===== src/sv/gpio_expander_edge_interrupt_top_defines.svh =====
// Assertion macros for the GPIO expander top level.
// Expects clk and rst in the scope of use.
`ifndef GPIO_EXPANDER_EDGE_INTERRUPT_TOP_DEFINES_SVH
`define GPIO_EXPANDER_EDGE_INTERRUPT_TOP_DEFINES_SVH

// same-cycle implication
`define GPIOE_ASSERT_NOW(lbl, ante, cons, msg) \
  lbl: assert property (@(posedge clk) disable iff (rst) (ante) |-> (cons)) else $error(msg);

// next-cycle implication
`define GPIOE_ASSERT_NEXT(lbl, ante, cons, msg) \
  lbl: assert property (@(posedge clk) disable iff (rst) (ante) |=> (cons)) else $error(msg);

`endif


===== src/sv/gpioe_pkg.sv =====
// Shared types and constants for the GPIO expander block.
// No dependencies.
package gpioe_pkg;

  localparam int unsigned NUM_PINS_DEFAULT = 16;
  localparam int unsigned PIN_WIDTH        = 16;

  typedef logic [1:0] op_t;
  localparam op_t OP_SAMPLE = 2'd0;
  localparam op_t OP_WRITE  = 2'd1;
  localparam op_t OP_READ   = 2'd2;

  typedef logic [6:0] addr_t;
  localparam addr_t ADDR_PULLUP_B  = 7'h06;
  localparam addr_t ADDR_PULLUP_A  = 7'h07;
  localparam addr_t ADDR_DIR_B     = 7'h0e;
  localparam addr_t ADDR_DIR_A     = 7'h0f;
  localparam addr_t ADDR_DATA_B    = 7'h10;
  localparam addr_t ADDR_DATA_A    = 7'h11;
  localparam addr_t ADDR_MASK_B    = 7'h12;
  localparam addr_t ADDR_MASK_A    = 7'h13;
  localparam addr_t ADDR_SENSE_3   = 7'h14;
  localparam addr_t ADDR_SENSE_2   = 7'h15;
  localparam addr_t ADDR_SENSE_1   = 7'h16;
  localparam addr_t ADDR_SENSE_0   = 7'h17;
  localparam addr_t ADDR_SOURCE_B  = 7'h18;
  localparam addr_t ADDR_SOURCE_A  = 7'h19;
  localparam addr_t ADDR_EVENT_B   = 7'h1a;
  localparam addr_t ADDR_EVENT_A   = 7'h1b;
  localparam addr_t ADDR_RESET     = 7'h7d;

  localparam logic [7:0] RESET_KEY1 = 8'h12;
  localparam logic [7:0] RESET_KEY2 = 8'h34;

  typedef logic [PIN_WIDTH-1:0] pins_t;

  typedef struct packed {
    op_t        operation;
    addr_t      reg_address;
    logic [7:0] write_byte;
    pins_t      pin_levels;
  } item_t;

  typedef struct packed {
    logic [7:0] read_byte;
    logic       irq_active;
    pins_t      drive_enable;
    pins_t      drive_level;
  } result_t;

  typedef struct packed {
    logic full;
    logic empty;
  } q_stat_t;

endpackage


===== src/sv/gpioe_if.sv =====
// Handshake channel interfaces for the GPIO expander.
// Depends on gpioe_pkg.
interface gpioe_req_if;
  logic               valid;
  logic               ready;
  gpioe_pkg::op_t     operation;
  gpioe_pkg::addr_t   reg_address;
  logic [7:0]         write_byte;
  gpioe_pkg::pins_t   pin_levels;

  modport source (output valid, operation, reg_address, write_byte, pin_levels, input ready);
  modport sink   (input valid, operation, reg_address, write_byte, pin_levels, output ready);
endinterface

interface gpioe_rsp_if;
  logic               valid;
  logic               ready;
  logic [7:0]         read_byte;
  logic               irq_active;
  gpioe_pkg::pins_t   drive_enable;
  gpioe_pkg::pins_t   drive_level;

  modport source (output valid, read_byte, irq_active, drive_enable, drive_level, input ready);
  modport sink   (input valid, read_byte, irq_active, drive_enable, drive_level, output ready);
endinterface


===== src/sv/gpioe_regs.sv =====
// Register file, reset-key sequence and edge detection of the GPIO expander.
// Depends on gpioe_pkg.
module gpioe_regs #(
  parameter int unsigned NUM_PINS = gpioe_pkg::NUM_PINS_DEFAULT
) (
  input  logic               clk,
  input  logic               rst,
  input  logic               fire,
  input  gpioe_pkg::item_t   item,
  output gpioe_pkg::result_t result
);

  localparam int unsigned W = gpioe_pkg::PIN_WIDTH;
  localparam logic [W-1:0] PinMask = W'((33'd1 << NUM_PINS) - 33'd1);

  logic [W-1:0]   direction_bits, direction_bits_next;
  logic [W-1:0]   pullup_bits, pullup_bits_next;
  logic [W-1:0]   output_latch, output_latch_next;
  logic [W-1:0]   mask_bits, mask_bits_next;
  logic [2*W-1:0] sense_codes, sense_codes_next;
  logic [W-1:0]   source_bits, source_bits_next;
  logic [W-1:0]   event_bits, event_bits_next;
  logic [W-1:0]   previous_levels, previous_levels_next;
  logic           reset_armed, reset_armed_next;

  logic [W-1:0] data_word, prev_w, src_w, evt_w, rise, fall, edges;
  logic [W-1:0] clr;
  logic [7:0]   rd_byte;
  logic         restore;

  always_comb begin
    data_word = ((direction_bits & item.pin_levels) | (~direction_bits & output_latch)) & PinMask;

    rd_byte = 8'h00;
    if (item.operation == gpioe_pkg::OP_READ) begin
      case (item.reg_address)
        gpioe_pkg::ADDR_PULLUP_B: rd_byte = pullup_bits[15:8];
        gpioe_pkg::ADDR_PULLUP_A: rd_byte = pullup_bits[7:0];
        gpioe_pkg::ADDR_DIR_B:    rd_byte = direction_bits[15:8];
        gpioe_pkg::ADDR_DIR_A:    rd_byte = direction_bits[7:0];
        gpioe_pkg::ADDR_DATA_B:   rd_byte = data_word[15:8];
        gpioe_pkg::ADDR_DATA_A:   rd_byte = data_word[7:0];
        gpioe_pkg::ADDR_MASK_B:   rd_byte = mask_bits[15:8];
        gpioe_pkg::ADDR_MASK_A:   rd_byte = mask_bits[7:0];
        gpioe_pkg::ADDR_SENSE_3:  rd_byte = sense_codes[31:24];
        gpioe_pkg::ADDR_SENSE_2:  rd_byte = sense_codes[23:16];
        gpioe_pkg::ADDR_SENSE_1:  rd_byte = sense_codes[15:8];
        gpioe_pkg::ADDR_SENSE_0:  rd_byte = sense_codes[7:0];
        gpioe_pkg::ADDR_SOURCE_B: rd_byte = source_bits[15:8];
        gpioe_pkg::ADDR_SOURCE_A: rd_byte = source_bits[7:0];
        gpioe_pkg::ADDR_EVENT_B:  rd_byte = event_bits[15:8];
        gpioe_pkg::ADDR_EVENT_A:  rd_byte = event_bits[7:0];
        default:                  rd_byte = 8'h00;
      endcase
    end

    direction_bits_next = direction_bits;
    pullup_bits_next    = pullup_bits;
    output_latch_next   = output_latch;
    mask_bits_next      = mask_bits;
    sense_codes_next    = sense_codes;
    reset_armed_next    = reset_armed;
    clr                 = '0;
    restore             = 1'b0;

    if (item.operation == gpioe_pkg::OP_WRITE) begin
      case (item.reg_address)
        gpioe_pkg::ADDR_PULLUP_B: pullup_bits_next[15:8]    = item.write_byte;
        gpioe_pkg::ADDR_PULLUP_A: pullup_bits_next[7:0]     = item.write_byte;
        gpioe_pkg::ADDR_DIR_B:    direction_bits_next[15:8] = item.write_byte;
        gpioe_pkg::ADDR_DIR_A:    direction_bits_next[7:0]  = item.write_byte;
        gpioe_pkg::ADDR_DATA_B:   output_latch_next[15:8]   = item.write_byte;
        gpioe_pkg::ADDR_DATA_A:   output_latch_next[7:0]    = item.write_byte;
        gpioe_pkg::ADDR_MASK_B:   mask_bits_next[15:8]      = item.write_byte;
        gpioe_pkg::ADDR_MASK_A:   mask_bits_next[7:0]       = item.write_byte;
        gpioe_pkg::ADDR_SENSE_3:  sense_codes_next[31:24]   = item.write_byte;
        gpioe_pkg::ADDR_SENSE_2:  sense_codes_next[23:16]   = item.write_byte;
        gpioe_pkg::ADDR_SENSE_1:  sense_codes_next[15:8]    = item.write_byte;
        gpioe_pkg::ADDR_SENSE_0:  sense_codes_next[7:0]     = item.write_byte;
        gpioe_pkg::ADDR_SOURCE_B,
        gpioe_pkg::ADDR_EVENT_B:  clr[15:8]                 = item.write_byte;
        gpioe_pkg::ADDR_SOURCE_A,
        gpioe_pkg::ADDR_EVENT_A:  clr[7:0]                  = item.write_byte;
        gpioe_pkg::ADDR_RESET: begin
          if (item.write_byte == gpioe_pkg::RESET_KEY1) begin
            reset_armed_next = 1'b1;
          end else if (item.write_byte == gpioe_pkg::RESET_KEY2 && reset_armed) begin
            restore = 1'b1;
          end else begin
            reset_armed_next = 1'b0;
          end
        end
        default: ;
      endcase
    end

    src_w  = source_bits & ~clr;
    evt_w  = event_bits & ~clr;
    prev_w = previous_levels;
    if (restore) begin
      direction_bits_next = '1;
      pullup_bits_next    = '0;
      output_latch_next   = '1;
      mask_bits_next      = '1;
      sense_codes_next    = '0;
      reset_armed_next    = 1'b0;
      src_w               = '0;
      evt_w               = '0;
      prev_w              = '1;
    end

    rise = ~prev_w & item.pin_levels;
    fall = prev_w & ~item.pin_levels;
    for (int n = 0; n < W; n++) begin
      edges[n] = (sense_codes_next[2*n] & rise[n]) | (sense_codes_next[2*n+1] & fall[n]);
    end
    edges = edges & PinMask;

    event_bits_next      = evt_w | edges;
    source_bits_next     = src_w | (edges & ~mask_bits_next);
    previous_levels_next = item.pin_levels;

    result.read_byte    = rd_byte;
    result.irq_active   = |source_bits_next;
    result.drive_enable = ~direction_bits_next & PinMask;
    result.drive_level  = ~direction_bits_next & output_latch_next & PinMask;
  end

  always_ff @(posedge clk) begin
    if (rst) begin
      direction_bits  <= '1;
      pullup_bits     <= '0;
      output_latch    <= '1;
      mask_bits       <= '1;
      sense_codes     <= '0;
      source_bits     <= '0;
      event_bits      <= '0;
      previous_levels <= '1;
      reset_armed     <= 1'b0;
    end else if (fire) begin
      direction_bits  <= direction_bits_next;
      pullup_bits     <= pullup_bits_next;
      output_latch    <= output_latch_next;
      mask_bits       <= mask_bits_next;
      sense_codes     <= sense_codes_next;
      source_bits     <= source_bits_next;
      event_bits      <= event_bits_next;
      previous_levels <= previous_levels_next;
      reset_armed     <= reset_armed_next;
    end
  end

endmodule


===== src/sv/gpioe_outq.sv =====
// Two-entry result queue between the register block and the output channel.
// Depends on gpioe_pkg.
module gpioe_outq (
  input  logic               clk,
  input  logic               rst,
  input  logic               push,
  input  gpioe_pkg::result_t push_data,
  input  logic               pop,
  output gpioe_pkg::result_t head,
  output gpioe_pkg::q_stat_t stat
);

  localparam int unsigned Depth = 2;

  gpioe_pkg::result_t entries [Depth];
  logic       wr_ptr, rd_ptr;
  logic [1:0] count;

  always_ff @(posedge clk) begin
    if (push) begin
      entries[wr_ptr] <= push_data;
    end
  end

  always_ff @(posedge clk) begin
    if (rst) begin
      wr_ptr <= 1'b0;
      rd_ptr <= 1'b0;
      count  <= 2'd0;
    end else begin
      if (push) wr_ptr <= ~wr_ptr;
      if (pop)  rd_ptr <= ~rd_ptr;
      count <= count + 2'(push) - 2'(pop);
    end
  end

  assign head       = entries[rd_ptr];
  assign stat.full  = (count == 2'(Depth));
  assign stat.empty = (count == 2'd0);

endmodule


===== src/sv/gpio_expander_edge_interrupt_top.sv =====
// GPIO expander with edge interrupts: input register, register block, result queue.
// Depends on gpioe_pkg, gpioe_if, gpioe_regs, gpioe_outq and the defines header.
//
//   channel | dir | word
//   --------+-----+-------------------------------------------------------
//   req     | in  | operation, reg_address, write_byte, pin_levels
//   rsp     | out | read_byte, irq_active, drive_enable, drive_level
//
// One word per clock sustained while rsp takes results; a result is offered on rsp once
// the word has passed the input register and the register-block update into the queue.
// rst is synchronous; the register-block registers return to the register-map reset values.
// A stalled rsp fills the two-entry queue; req.ready drops only when the queue
// is full and the input register still holds a word.
`include "gpio_expander_edge_interrupt_top_defines.svh"

module gpio_expander_edge_interrupt_top #(
  parameter int unsigned NUM_PINS = gpioe_pkg::NUM_PINS_DEFAULT
) (
  input logic        clk,
  input logic        rst,
  gpioe_req_if.sink  req,
  gpioe_rsp_if.source rsp
);

  gpioe_pkg::item_t   item_q;
  logic               item_valid;
  logic               adv;
  logic               pop;
  gpioe_pkg::result_t result;
  gpioe_pkg::result_t head;
  gpioe_pkg::q_stat_t stat;

  assign adv       = item_valid && !stat.full;
  assign req.ready = !item_valid || adv;
  assign pop       = rsp.valid && rsp.ready;

  always_ff @(posedge clk) begin
    if (req.valid && req.ready) begin
      item_q.operation   <= req.operation;
      item_q.reg_address <= req.reg_address;
      item_q.write_byte  <= req.write_byte;
      item_q.pin_levels  <= req.pin_levels;
    end
  end

  always_ff @(posedge clk) begin
    if (rst) begin
      item_valid <= 1'b0;
    end else if (req.valid && req.ready) begin
      item_valid <= 1'b1;
    end else if (adv) begin
      item_valid <= 1'b0;
    end
  end

  gpioe_regs #(
    .NUM_PINS(NUM_PINS)
  ) u_regs (
    .clk    (clk),
    .rst    (rst),
    .fire   (adv),
    .item   (item_q),
    .result (result)
  );

  gpioe_outq u_outq (
    .clk       (clk),
    .rst       (rst),
    .push      (adv),
    .push_data (result),
    .pop       (pop),
    .head      (head),
    .stat      (stat)
  );

  assign rsp.valid        = !stat.empty;
  assign rsp.read_byte    = head.read_byte;
  assign rsp.irq_active   = head.irq_active;
  assign rsp.drive_enable = head.drive_enable;
  assign rsp.drive_level  = head.drive_level;

  `GPIOE_ASSERT_NOW(a_no_overflow, adv, !stat.full, "push into full result queue")
  `GPIOE_ASSERT_NOW(a_drive_in_enable, rsp.valid, (rsp.drive_level & ~rsp.drive_enable) == 16'h0, "drive level on input pin")
  `GPIOE_ASSERT_NEXT(a_hold_stalled, item_valid && !adv, item_valid, "stalled input word lost")
  `GPIOE_ASSERT_NEXT(a_push_shows, adv, rsp.valid, "pushed result not visible")

endmodule


===== src/flat_wrapper.sv =====
// flat-port wrapper written by rule: the top's interface ports become plain ports
module gpio_expander_edge_interrupt_top_flat 
#(
  parameter int unsigned NUM_PINS = gpioe_pkg::NUM_PINS_DEFAULT
)
  (clk, rst, req_valid, req_operation, req_reg_address, req_write_byte, req_pin_levels, req_ready, rsp_valid, rsp_read_byte, rsp_irq_active, rsp_drive_enable, rsp_drive_level, rsp_ready);
  gpioe_req_if req_i ();
  gpioe_rsp_if rsp_i ();
  input logic clk;
  input logic rst;
  input wire logic [$bits(req_i.valid)-1:0] req_valid;
  input wire logic [$bits(req_i.operation)-1:0] req_operation;
  input wire logic [$bits(req_i.reg_address)-1:0] req_reg_address;
  input wire logic [$bits(req_i.write_byte)-1:0] req_write_byte;
  input wire logic [$bits(req_i.pin_levels)-1:0] req_pin_levels;
  output wire logic [$bits(req_i.ready)-1:0] req_ready;
  output wire logic [$bits(rsp_i.valid)-1:0] rsp_valid;
  output wire logic [$bits(rsp_i.read_byte)-1:0] rsp_read_byte;
  output wire logic [$bits(rsp_i.irq_active)-1:0] rsp_irq_active;
  output wire logic [$bits(rsp_i.drive_enable)-1:0] rsp_drive_enable;
  output wire logic [$bits(rsp_i.drive_level)-1:0] rsp_drive_level;
  input wire logic [$bits(rsp_i.ready)-1:0] rsp_ready;
  assign req_i.valid = req_valid;
  assign req_i.operation = req_operation;
  assign req_i.reg_address = req_reg_address;
  assign req_i.write_byte = req_write_byte;
  assign req_i.pin_levels = req_pin_levels;
  assign req_ready = req_i.ready;
  assign rsp_valid = rsp_i.valid;
  assign rsp_read_byte = rsp_i.read_byte;
  assign rsp_irq_active = rsp_i.irq_active;
  assign rsp_drive_enable = rsp_i.drive_enable;
  assign rsp_drive_level = rsp_i.drive_level;
  assign rsp_i.ready = rsp_ready;
  gpio_expander_edge_interrupt_top #(.NUM_PINS(NUM_PINS)) u_core (.clk(clk), .rst(rst), .req(req_i), .rsp(rsp_i));
endmodule

===== config.mk =====
export PLATFORM = sky130hd
export DESIGN_NAME = gpio_expander_edge_interrupt_top_flat
export DESIGN_NICKNAME = d
export VERILOG_FILES = /design/src/sv/gpioe_pkg.sv /design/src/sv/gpioe_if.sv /design/src/sv/gpioe_regs.sv /design/src/sv/gpioe_outq.sv /design/src/sv/gpio_expander_edge_interrupt_top.sv /design/src/flat_wrapper.sv
export VERILOG_INCLUDE_DIRS = /design/src /design/src/sv
export SDC_FILE = /design/constraint.sdc
export NUM_CORES = 1
export LEC_CHECK = 0
export ABC_AREA = 1
export ABC_CLOCK_PERIOD_IN_PS = 8900
export BUFFER_PORTS_ARGS = -buffer_cell sky130_fd_sc_hd__buf_2
export CELL_PAD_IN_SITES_DETAIL_PLACEMENT = 1
export CELL_PAD_IN_SITES_GLOBAL_PLACEMENT = 1
export CORE_ASPECT_RATIO = 2
export CORE_MARGIN = 3
export CORE_UTILIZATION = 40
export DETAILED_ROUTE_END_ITERATION = 8
export PLACE_DENSITY = 0.73
export SLEW_MARGIN = 20
export SYNTH_ARGS = -nofsm -noshare
export SYNTH_HDL_FRONTEND = slang
export SYNTH_SLANG_ARGS = --single-unit

===== constraint.sdc =====
create_clock -name clk -period 8.9 [get_ports clk]
set_clock_uncertainty 0.05 [all_clocks]
set_input_delay 0.89 -clock clk [delete_from_list [all_inputs] [get_ports clk]]
set_output_delay 0.89 -clock clk [all_outputs]
set_load 0.02 [all_outputs]

=== Word-level counts from Yosys, hierarchy flattened ===
Memory sizes are Yosys's and may differ from the RTL's. A register that Yosys moved wholly into a read port is not among the register bits.
Cells that the tools add are included.

* Flip-flop bits (word level): 183
* RAM bits: 82
* Bits of input ports: 37
* Logic and storage cells: 176
* Memories: 1

* Add/sub/neg operators: 2
* Equality and inequality tests: 23
* Mux-type cells: 45
* Bitwise gates (word level): 67
* Reductions and logical operators: 20

{| class="wikitable"
|+ Memories
! name !! words !! width !! read ports !! clocked after memory_dff !! write ports !! line !! text
|-
| u_core.u_outq.entries || 2 || 41 || 1 || 1 || 1 || gpioe_outq.sv:15 || <nowiki>gpioe_pkg::result_t entries [Depth];</nowiki>
|}

{| class="wikitable"
|+ Operators by type and width
! cell !! count
|-
| two-way mux 16 bit || 12
|-
| bitwise AND 16 bit || 8
|-
| case mux 8 bit (16 select lines) || 1
|-
| two-way mux 8 bit || 15
|-
| NOT 16 bit || 6
|-
| equality test 7 x 5 -> 1 bit, second input constant || 12
|-
| two-way mux 32 bit || 2
|-
| bitwise OR 16 bit || 3
|-
| bitwise AND 1 bit || 32
|-
| bitwise OR 1 bit || 16
|-
| OR reduction 16 bit || 1
|-
| two-way mux 1 bit || 15
|-
| equality test 7 x 3 -> 1 bit, second input constant || 2
|-
| equality test 7 x 4 -> 1 bit, second input constant || 2
|-
| nonzero test 2 bit || 5
|-
| equality test 8 x 5 -> 1 bit, second input constant || 1
|-
| equality test 8 x 6 -> 1 bit, second input constant || 1
|-
| equality test 7 bit, second input constant || 1
|-
| AND reduction 3 bit || 2
|-
| equality test 2 bit, second input constant || 2
|-
| logical AND 1 bit || 4
|-
| AND reduction 4 bit || 1
|-
| OR reduction 2 bit || 2
|-
| logical NOT 1 bit || 3
|-
| 7 further kinds || 8
|}

=== Depth between registers and ports, before layout ===
* Depth after elaboration: 14
* Gate-level depth with buffers: 17

=== Cells and area by module ===
From an unflattened synthesis, not the netlist that was laid out.

* Cells, all modules: 1598
* Area, all modules: 13091.3 µm²

{| class="wikitable"
|+ Modules (own cells, without submodules)
! module !! instances !! cells an instance !! area an instance (µm²) !! sequential area each (µm²)
|-
| gpioe_regs || 1 || 1396 || 8648.3 || 2902.8
|-
| gpioe_outq || 1 || 159 || 3389.5 || 2562.5
|-
| gpio_expander_edge_interrupt_top || 1 || 43 || 1053.5 || 1011.0
|}

=== Worst setup path after synthesis ===
Ideal clock, no wire load.

* Path type: reg-to-reg
* Start point: register u_core.u_outq.count[0]
* End point: memory u_core.u_outq.entries[1][0] (netlist name), enable pin
* Setup time: 0.441 ns
* Arrival: 2.902 ns
* Slack: 5.507 ns
* Stages on the path, launching flop included: 7
* Path buffers: 2
* Clock period less this slack: 3.393 ns
* Path through: dfxtp_1 inv_1 a21oi_1 clkinv_1 clkbuf_1 clkbuf_1 nor2_1

* Longest elaborated chain between the ends: 5

{| class="wikitable"
|+ RTL lines
! item !! line !! text
|-
| start, declared || gpioe_outq.sv:17 || <nowiki>logic [1:0] count;</nowiki>
|-
| start signal, assigned || gpioe_outq.sv:33 || <nowiki>count <= count + 2'(push) - 2'(pop);</nowiki>
|-
| equality test 2 bit || gpioe_outq.sv:38 || <nowiki>assign stat.full = (count == 2'(Depth));</nowiki>
|-
| logical NOT 1 bit || gpio_expander_edge_interrupt_top.sv:33 || <nowiki>assign adv = item_valid && !stat.full;</nowiki>
|-
| logical AND 1 bit || gpio_expander_edge_interrupt_top.sv:33 ||
|-
| two-way mux 1 bit || gpioe_outq.sv:20 || <nowiki>if (push) begin</nowiki>
|-
| two-way mux 1 bit (implied by the code) || gpioe_outq.sv:21 || <nowiki>entries[wr_ptr] <= push_data;</nowiki>
|-
| end, declared || gpioe_outq.sv:15 ||
|}

No other way between the ends.

=== Final worst setup path ===
* Start point: register u_core.u_outq.count[1]
* End point: register u_core.u_regs.pullup_bits[7]

* Longest elaborated chain between the ends: 4

{| class="wikitable"
|+ RTL lines
! item !! line !! text
|-
| equality test 2 bit || gpioe_outq.sv:38 ||
|-
| logical NOT 1 bit || gpio_expander_edge_interrupt_top.sv:33 ||
|-
| logical AND 1 bit || gpio_expander_edge_interrupt_top.sv:33 ||
|-
| AND reduction 3 bit (no source line) || -- ||
|-
| end signal, assigned || gpioe_regs.sv:142 || <nowiki>pullup_bits <= pullup_bits_next;</nowiki>
|-
| end, declared || gpioe_regs.sv:17 || <nowiki>logic [W-1:0] pullup_bits, pullup_bits_next;</nowiki>
|}

No other way between the ends.
A chain may end at the register's enable or synchronous reset.

==> summary.md <==
| Metric | Value |
|---|---|
| Crit Reg-Reg Startpoint | `u_core.u_outq.count[1]` |
| Setup TNS | `0 ps` |
| Hold WS | `423 ps` |
| Layout cells sized above 1 | `0.140` |
| Multiplexer area fraction after synthesis | `0.0454` |
| TritonRoute pass-1 iters | `7` |
| Post-route minimum period | `approximately 3600 ps` |
| Mapped Nets | `1614` |
| Initial antenna violation count | `0` |
| Synth Area in Simple Gates | `0.203` |
| Die footprint | `roughly 0.035 mm2` |
| Vias in the first global route | `~12k` |
| First-pass GRT wire length | `72.6 mm` |
| Port bufs | `79` |
| Root Driver | `clkbuf_16` |
| Leakage | `~6.4 nW` |
| Max clock buf depth | `3` |
| Core box area | `0.0318 mm2` |
| Initial DRC Count | `around 650` |
| Fmax achieved | `0.279 GHz` |
| R2r setup slk | `between 5000 and 6000 ps` |
| Critical Path End | `u_core.u_regs.pullup_bits[7]` |
| Final WL | `between 40 and 50 mm` |
| Pwr Total | `3.44 mW` |
| Worst setup path class | `flop to flop` |
| Die Ht | `261 um` |
| Drt drc | `0` |
| Hold buffer count at CTS | `0` |
| Antenna fix cells | `0` |
| CTS clk-pin slew, worst paths | `~70 ps` |
| Initial core utilization | `0.410` |
| Final core utilization | `0.458` |
| Via count | `11.6k` |
| Final period util | `0.403` |
| Depth of the CTS H-tree | `1` |
| GPL Wtd Cong | `approximately 0.93` |
| Final Hold Vio Count | `0` |
| Placed cells | `about 2k` |
| Register bit total from synthesis | `~270` |
| Clock latency on the worst-skew pair | `550 ps` |
| Total GRT Usage | `0.275` |
| Critical path peak fanout | `84` |
| Post-route cell area | `0.0146 mm2` |
| Xor/xnor share of the synthesized area | `0.000672` |
| Arr. time, crit path | `roughly 4000 ps` |
| # nets final | `between 1.5k and 2k` |
| Routed length per instance | `between 20 and 25 um` |
| Gate Count Post-Synth | `~1.6k` |
| Worst Hold Class | `flop to flop` |
| Largest family of logic cells by synthesized area | `simple AND/OR/NAND/NOR gates` |
| Outcome | `finished, final reports clean` |
| DIE WIDTH | `around 130 um` |
| CTS sink cnt | `266` |
| Critical path origin | `u_core.u_outq.count[1]` |
| Power per cell area | `237 mW/mm2` |
| Ports | `80` |
| GRT overflow | `0` |
| Cell row count | `92` |
| Compound-Gate Fraction of Synth Area | `0.164` |
| Hold Crit Start | `u_core.u_outq.rd_ptr` |
| Syn avg cell area | `8.27 um2` |
| RSZ-0062 raised after global routing | `no` |
| Slew Limit Fails | `0` |
| Final setup fails | `0` |
| Final Non-Filler Cells | `around 2k` |
| Placed Area | `0.0137 mm2` |
| Post_cts resized | `0` |
| Dpl hpwl | `between 30 and 40 mm` |
| Final WS setup | `approximately 5300 ps` |
| DR vias/cell | `5.63` |
| TritonCTS Buffers | `25` |
| Yosys cell types | `48` |
| Post-synthesis adder-cell area fraction | `0.00192` |
| DRT antenna net count | `0` |
| Largest net degree at the start of global routing | `85` |
| Worst-Margin Slew | `between 1000 and 1500 ps` |
| Reg2Reg Depth | `9` |
| Number of synthesis warnings | `0` |
| CTS tree | `yes` |
| Critical R2R Capture | `u_core.u_regs.pullup_bits[7]` |
| Register area share after synthesis | `0.497` |
| Area grow syn2layout | `11.8%` |
| CP startpoint kind | `flop` |
| Max VDD drop | `0.171 mV` |
| Worst rel slew slack | `0.314` |
| Max_cap viols | `0` |
| Syn Std Cell Area | `roughly 0.013 mm2` |
| Dpl ws | `~5300 ps` |
| Post-CTS Setup Inserts | `0` |
| Critical path capture point type | `flop` |
| CP required | `roughly 9300 ps` |
## metal layers
layer	routed length, um	global-route usage	vias up	part of all wire
li1	-	-	5399	-
met4	4980	0.235	0	0.10
met2	25400	0.511	354	0.52
met3	1780	0.0285	193	0.037
met5	0	0	-	0
met1	16300	0.269	5620	0.34
## worst min path at each step
stage / to / cells after the start
floorplan: u_core.u_regs.pullup_bits[0] / 2
global placement: flop / 1
CTS: flop / 1
finish: flop / 1
detailed placement: flop / 1
global route: flop / 1
## flip-flops by register name, summed over array words and instances, names as in the netlist, named ones only
signal / cells
u_core.u_regs.reset_armed: 1
u_core.u_outq.wr_ptr: 1
u_core.u_outq.entries: 82
u_core.u_regs.direction_bits: 16
u_core.item_valid: 1
u_core.item_q: 33
u_core.u_regs.mask_bits: 16
u_core.u_regs.source_bits: 16
u_core.u_regs.output_latch: 16
u_core.u_regs.previous_levels: 16
u_core.u_outq.rd_ptr: 1
u_core.u_outq.count: 2
u_core.u_regs.pullup_bits: 16
u_core.u_regs.event_bits: 16
u_core.u_regs.sense_codes: 32
## critical path, cell delays in order, from the launching register on
cell	delay, ps
dfxtp_1	430
a21oi_4	80
buf_4	350
inv_4	730
buf_4	770
nor2_1	180
nand2_1	250
clkinv_1	260
o21ai_0	230
a21oi_1	60
## layout make-up
class	instances	area [um2]
fill	3893	17200
sequential	266	6480
multi-input combinational	1022	5440
inverter	203	764
clock buffer	33	708
tap	423	529
timing repair buffer	94	510
clock inverter	13	134
## cells in the mapped netlist (all sizes together)
cell     instances  area share
o2111ai          5      0.0034
a22oi            8      0.0046
nand4           28       0.014
o22ai            7      0.0034
clkinv           7      0.0020
nor3            24       0.011
a21oi          107       0.041
a31oi           13      0.0062
xor2             1     0.00067
a311oi           1     0.00067
dfxtp          151        0.23
o21ai          156       0.060
nor2           102       0.034
a41oi            1     0.00067
o211ai          23       0.015
ha               2      0.0019
buf             31       0.014
mux2            41       0.035
a211oi          32       0.018
nand2          360        0.11
nor4             2     0.00096
mux2i           13       0.010
nand3           62       0.027
nand3b          17      0.0098
clkbuf          53       0.015
o31ai            1     0.00058
inv            196       0.056
o2bb2ai          1     0.00067
a221oi          14      0.0094
or2              1     0.00048
edfxtp         115        0.27
## power by group
part / switching, mW / internal, mW
Combinational: 0.536 / 0.243
Sequential: 0.107 / 1.44
Clock: 0.496 / 0.625
## kinds of logic (layout without fill, tap and decap cells)
group | count (synthesis) | in the layout
adders and majority gates | 2 | 2
and+or+nand+nor | 596 | 596
buffers and inverters | 287 | 343
AOI/OAI and AO/OA | 369 | 369
DFF | 266 | 266
muxes | 54 | 54
xor gates and xnor gates | 1 | 1
## placed cells by master, fill, tap and decap left out, types with 4 or more instances in the layout
cell and n:
nand4_1 27, o21ai_1 19, clkbuf_16 26, nor2_2 6
a21oi_1 106, o21ai_0 137, clkinv_1 8, a221oi_1 14
mux2i_1 13, o22ai_1 7, buf_4 16, nand3b_1 17
buf_2 78, a31oi_1 13, inv_1 181, a211oi_1 32
nor3_1 21, nor2_1 89, o211ai_2 5, clkinv_2 5
inv_2 13, edfxtp_1 115, mux2_2 41, a22oi_1 8
nand3_1 56, dfxtp_1 150, nand2_1 354, nand2_2 4
o2111ai_1 5, nor2_4 6, o211ai_1 18, nand3_2 5
No activity file was read; power rests on OpenSTA's default activity.
